**config.mk**
```make
export PLATFORM = sky130hd
export DESIGN_NAME = dtns_ctrl
export DESIGN_NICKNAME = d
export VERILOG_FILES = /design/src/hdl/dtns_pkg.sv /design/src/hdl/dtns_ctrl.sv
export SDC_FILE = /design/constraint.sdc
export NUM_CORES = 1
export LEC_CHECK = 0
export BUFFER_PORTS_ARGS = -buffer_cell sky130_fd_sc_hd__buf_2
export CAP_MARGIN = 20
export CORE_AREA = 4 4 41 43
export CTS_BUF_LIST = sky130_fd_sc_hd__clkbuf_8
export DETAILED_ROUTE_END_ITERATION = 10
export DIE_AREA = 0 0 45 47
export PLACE_DENSITY_LB_ADDON = 0.25
export SLEW_MARGIN = 20
export SYNTH_ARGS = -nofsm -noshare
export SYNTH_HDL_FRONTEND = slang
export SYNTH_SLANG_ARGS = --single-unit
```
**constraint.sdc**
```tcl
create_clock -name clk_i -period 1.98 [get_ports clk_i]
set_input_delay 0.198 -clock clk_i [delete_from_list [all_inputs] [get_ports clk_i]]
set_output_delay 0.198 -clock clk_i [all_outputs]
set_load 0.02 [all_outputs]
```
**src/hdl/dtns_pkg.sv**
```systemverilog
// shared types and constants for the decision tree node statistics block
// no dependencies
package dtns_pkg;

  localparam int unsigned AttrW  = 4;
  localparam int unsigned ValW   = 8;
  localparam int unsigned ClassW = 3;
  localparam int unsigned CntW   = 32;
  localparam int unsigned SumW   = 64;
  localparam int unsigned CfgW   = 4;
  localparam logic [CfgW-1:0] ClassIndexReset = 4'd15;

  localparam logic MODE_UPDATE    = 1'b0;
  localparam logic MODE_RECOMPUTE = 1'b1;

  typedef struct packed {
    logic              mode;
    logic [AttrW-1:0]  attr_index;
    logic [ValW-1:0]   attr_value;
    logic [ClassW-1:0] class_label;
    logic              record_start;
  } in_beat_t;

  typedef struct packed {
    logic [CntW-1:0]   avc_count;
    logic [SumW-1:0]   value_sum;
    logic [SumW-1:0]   square_sum;
    logic [ClassW-1:0] majority_class;
    logic              majority_valid;
    logic [CntW-1:0]   majority_count;
    logic              mixed_classes;
    logic [CntW-1:0]   sample_total;
  } out_beat_t;

  // controller to datapath
  typedef struct packed {
    logic load;
    logic clear_step;
    logic update;
    logic scan_step;
    logic emit;
  } dp_cmd_t;

  // datapath to controller
  typedef struct packed {
    logic clear_done;
    logic scan_done;
    logic is_scan;
  } dp_sts_t;

endpackage

```
**src/hdl/dtns_ctrl.sv**
```systemverilog
// controller: memory clear sweep, update and class scan sequencing
// depends on dtns_pkg
module dtns_ctrl (
  input  logic             clk_i,
  input  logic             rst_ni,
  input  logic             in_valid_i,
  output logic             in_ready_o,
  output logic             out_valid_o,
  input  logic             out_ready_i,
  input  dtns_pkg::dp_sts_t sts_i,
  output dtns_pkg::dp_cmd_t cmd_o
);
  import dtns_pkg::*;

  typedef enum logic [4:0] {
    ST_CLEAR  = 5'b00001,
    ST_IDLE   = 5'b00010,
    ST_UPDATE = 5'b00100,
    ST_SCAN   = 5'b01000,
    ST_OUT    = 5'b10000
  } state_e;

  state_e state_q, state_d;
  logic   take;

  assign in_ready_o  = (state_q == ST_IDLE);
  assign out_valid_o = (state_q == ST_OUT);
  assign take        = in_valid_i && in_ready_o;

  always_comb begin
    state_d = state_q;
    cmd_o   = '0;
    cmd_o.load = take;
    case (state_q)
      ST_CLEAR: begin
        cmd_o.clear_step = 1'b1;
        if (sts_i.clear_done) state_d = ST_IDLE;
      end
      ST_IDLE: begin
        if (take) state_d = ST_UPDATE;
      end
      ST_UPDATE: begin
        if (sts_i.is_scan) begin
          state_d = ST_SCAN;
        end else begin
          cmd_o.update = 1'b1;
          cmd_o.emit   = 1'b1;
          state_d      = ST_OUT;
        end
      end
      ST_SCAN: begin
        cmd_o.scan_step = 1'b1;
        if (sts_i.scan_done) begin
          state_d = ST_OUT;
        end
      end
      ST_OUT: begin
        if (out_ready_i) state_d = ST_IDLE;
      end
      default: state_d = ST_IDLE;
    endcase
  end

  always_ff @(posedge clk_i or negedge rst_ni) begin
    if (!rst_ni) state_q <= ST_CLEAR;
    else state_q <= state_d;
  end
endmodule

```
* Yosys cells after proc, flatten, opt, wreduce, memory -nomap -nowiden
Cells that the tools add are included. Widths: inputs -> output; s select.
Storage, ports and cells: RAM bits 0, input bits 7, bits in registers 5, bits in latches 0, memory bits (read-only) 0, memories kept 0
Operators by class: bitwise logic cells 0, shift operators 0, muxes and demuxes 10, add/subtract/negate cells 0, eq/ne operators 9, divide/modulo/power cells 0, order comparisons 0, multipliers 0, reductions and logical operators 2
Operators with widths (number):
- $mux 5 | 5
- $pmux 5 s5 | 1
- $eq 5x1->1 const B | 1
- $eq 5x2->1 const B | 1
- $eq 5x3->1 const B | 1
- $eq 5x4->1 const B | 1
- $eq 5x5->1 const B | 1
- $mux 1 | 4
- $ne 2x1->1 const B | 2
- $ne 2x2->1 const B | 2
- $reduce_and 4->1 | 1
- $logic_and 1x1->1 | 1

* Longest topological paths before layout
word-level depth 4, mapped depth 4, gate-level depth less buffers 3

* Worst setup path before layout
OpenSTA, ideal clock, no wires.
path type register -> register, start register state_q[3], end register state_q[4], setup time 68 ps, cell stages (with the launch flop) 5, arrival time 1690 ps, setup slack 222 ps, required time 1912 ps, path buffers 1, cells stage by stage dfrtp_1 > buf_6 > or3_4 > nor3b_1 > a221o_1
Between the ends: elaborated cells between the ends (all ways) 12, those cells by class 9 x eq/ne; 1 x mux; 2 x reduce/logical
RTL lines:
- start, declared | RTL line dtns_ctrl.sv:23 | state_e state_q, state_d;
- start signal, assigned | RTL line dtns_ctrl.sv:66 | else state_q <= state_d;
- $eq 5x5->1 (*)
- net out_valid_o | RTL line dtns_ctrl.sv:8 | output logic out_valid_o,
- $ne 2x1->1 (no source line)
- $reduce_and 4->1 (no source line)
The timed path passes the listed nets; every way through them passes the cells marked *. A chain may end at the register's enable or synchronous reset.

* Final worst setup path
start register state_q[3], end output port out_valid_o
Between the ends: longest elaborated chain between the ends 1
RTL lines:
- $eq 5x5->1 | RTL line dtns_ctrl.sv:27 | assign out_valid_o = (state_q == ST_OUT);
- end, declared | RTL line dtns_ctrl.sv:8
No other way between the ends.

==> run summary <==
Post-Synthesis Mean Instance Area - 9.558 um2
Setup crit start kind - flop
Relative slew slack - 74.00%
Largest family of logic cells by synthesized area - simple AND/OR/NAND/NOR gates
Fin. Hold Viols - 0
Initial antenna violation count - 0
WL met1 - 361 um
Clk slew on worst S/H paths - 30 ps
Crit share post-route - 89.26%
CTS tree - done
DR WL/cell - 11.91 um
Pwr dens - 1336 nW/um2
Worst Path Required - 1780 ps
N_diodes - 0
Simple-Gate Fraction of Synth Area - 36.73%
Worst min path class - input port to flop
Top cells by area, synth - dfrtp_1 (29%), dfstp_2 (7.6%), nor3b_1 (6.5%)
Share of layout cells above drive strength 1 - 42.00%
Most flops, register - state_q
DIE HEIGHT - 47 um
Root buf cell - clkbuf_8
First-pass iteration count of the detailed router - 3
H-tree levels - 1
Antenna viol nets, final - 0
Top-area cell type share of the netlist area - 29.09%
Max Slew Vio Count - 0
Worst Path Max Fanout - 9
Via Count - 305
Total negative slack - 0 ps
DIE AREA - 2115 um2
Max FFs per register - 5
Area Growth Syn to Fin - 31.64%
Post-synthesis cell count - 36
Worst setup EP type - primary output
Seq cells post-synth - 5
Post-synthesis mux area share - 0%
Top layer in use - met3
Vias in the first global route - 321
Fin nets - 58
Adder-cell share of the synthesized area - 0%
Fmax achieved - 0.5658 GHz
Vias per cell - 4.692
Global-route wire length before repair - 1297 um
Clk_skew - 1.727 ps
Met2 Wirelength - 384 um
Final routed DRC violation total - 0
Crit path kind - flop to primary output
1st-iter DRT viols - 6
Compound-Gate Fraction of Synth Area - 13.09%
Total CTS buffers - 3
Biggest area consumer among synthesized cells - dfrtp_1
Sequential area share after synthesis - 36.73%
Core Util, Final - 34.81%
Clk sinks - 5
Status - completed
Post-Synth XOR/XNOR Area - 2.545%
Largest regs - state_q: 5 flops
Synthesized area - 344.1 um2
Total track usage - 8.975%
Rows - 13
Die extent in x - 45 um
Arr. time, crit path - 1570 ps
GR Overflow Total - 0
Maximum Capacitance Violations - 0
Tmin final - 1767 ps
Peak supply drop - 0.4656 mV
HPWL after DPL - 565.4 um
Library cells used by synthesis - 23
Worst slew pin tran - 387.0 ps
Port Buf Inserts - 13
RSZ-0062 raised after global routing - no
Initial Util - 26.44%
Post-Route WL - 774 um
Skew-Pair Late Insertion Delay - 220 ps
Clock buffer depth - 2
Lkg Pwr - 0.2318 nW
Syn nets - 43
Num ports - 14
Setup-failing EPs final - 0
Routed met3 length - 28 um
Yosys warns - 0
Core area - 1301 um2
Largest net degree at the start of global routing - 10
GP Congestion - 0.7723
==> critical path, cell delays in order (launching register included) <==
cell and delay, ps:
dfrtp_1 450, or3_4 420, nor3b_1 250, buf_2 220
==> metal layers <==
| layer | GRT usage (%) | vias up |
|---|---|---|
| met3 | 1.149 | 0 |
| met5 | 0 | - |
| met2 | 14.41 | 10 |
| li1 | - | 157 |
| met4 | 8.772 | 0 |
| met1 | 10.16 | 138 |
==> cell usage in the layout (no fill, tap or decap) <==
cell | Yosys | routed
and4b_2 | 1 | 1
dfstp_2 | 1 | 1
clkbuf_8 | 0 | 3
nor4_1 | 1 | 1
or3_4 | 1 | 1
dfrtp_1 | 4 | 4
xor2_1 | 1 | 1
inv_1 | 2 | 3
nand2_1 | 2 | 2
or4b_1 | 1 | 1
a32o_1 | 1 | 1
o31ai_1 | 1 | 1
buf_2 | 0 | 13
nor2_1 | 2 | 2
nor3b_1 | 3 | 3
and3b_2 | 2 | 2
nor3_1 | 1 | 1
o211ai_1 | 1 | 1
and2_1 | 2 | 2
o21ai_0 | 2 | 2
dlygate4sd3_1 | 0 | 1
and3_1 | 2 | 2
a221o_1 | 1 | 1
==> final timing paths <==
kind                                          endpoint  slack (ps)                    from  cells after the start
min in group asynchronous       state_q[1]$_DFFE_PN0P_         320                  rst_ni                      2
worst min-delay path            state_q[4]$_DFFE_PN0P_         240                sts_i[1]                      2
worst max register to register  state_q[1]$_DFFE_PN0P_         280  state_q[3]$_DFFE_PN0P_                      3
worst min register to register  state_q[3]$_DFFE_PN0P_         560  state_q[4]$_DFFE_PN0P_                      1
max in group asynchronous       state_q[0]$_DFFE_PN1P_        1450                  rst_ni                      2
worst max-delay path                       out_valid_o         210  state_q[3]$_DFFE_PN0P_                      3
==> power breakdown <==
part | internal (mW) | switching (mW)
logic | 0.115 | 0.124
registers | 0.131 | 0.0536
clock network | 0.133 | 0.0490
total | 0.378 | 0.227
==> cell usage after synthesis <==
| master | n |
|---|---|
| dfrtp_1 | 4 |
| nor3b_1 | 3 |
| and2_1 | 2 |
| and3_1 | 2 |
| and3b_2 | 2 |
| buf_4 | 2 |
| inv_1 | 2 |
| nand2_1 | 2 |
| nor2_1 | 2 |
| o21ai_0 | 2 |
| a221o_1 | 1 |
| a32o_1 | 1 |
| and4b_2 | 1 |
| buf_6 | 1 |
| clkbuf_1 | 1 |
| dfstp_2 | 1 |
| nor3_1 | 1 |
| nor4_1 | 1 |
| o211ai_1 | 1 |
| o31ai_1 | 1 |
| or3_4 | 1 |
| or4b_1 | 1 |
| xor2_1 | 1 |
==> cell type report <==
class | count | area, um2
Fill cell | 143 | 848.3
Multi-Input combinational cell | 25 | 180.2
Sequential cell | 5 | 126.4
Timing Repair Buffer | 14 | 75.07
Clock buffer | 3 | 41.29
Tap cell | 15 | 18.77
Inverter | 2 | 7.507
Clock inverter | 1 | 3.754
==> cells by family (layout without fill, tap and decap cells) <==
kind of cell	Yosys count	count (layout)
AOI/OAI and AO/OA	6	6
DFF	5	5
xor gates and xnor gates	1	1
and+or+nand+nor	18	18
buffers and inverters	6	20
==> metrics by stage <==
stage	area (um2)	power, mW	hold WS [ps]	worst slack (ps)	cells
after floorplan	344.1	0.3769	-97.59	221.8	36
after global placement	397.9	0.4250	21.33	311.2	60
after detailed placement	397.9	0.4187	19.55	297.1	60
after CTS	452.9	0.6121	239.5	191.2	65
after global routing	452.9	0.6541	243.4	45.34	65
final	452.9	0.6051	241.0	212.6	65
==> what timing repair did <==
action	in CTS	in global routing
endpoints found under the setup margin	0	0
resized for setup	0	0
hold endpoints to repair	5	0
setup buffers	0	0
hold buffers	1	0
(Power assumes the default switching activity.)
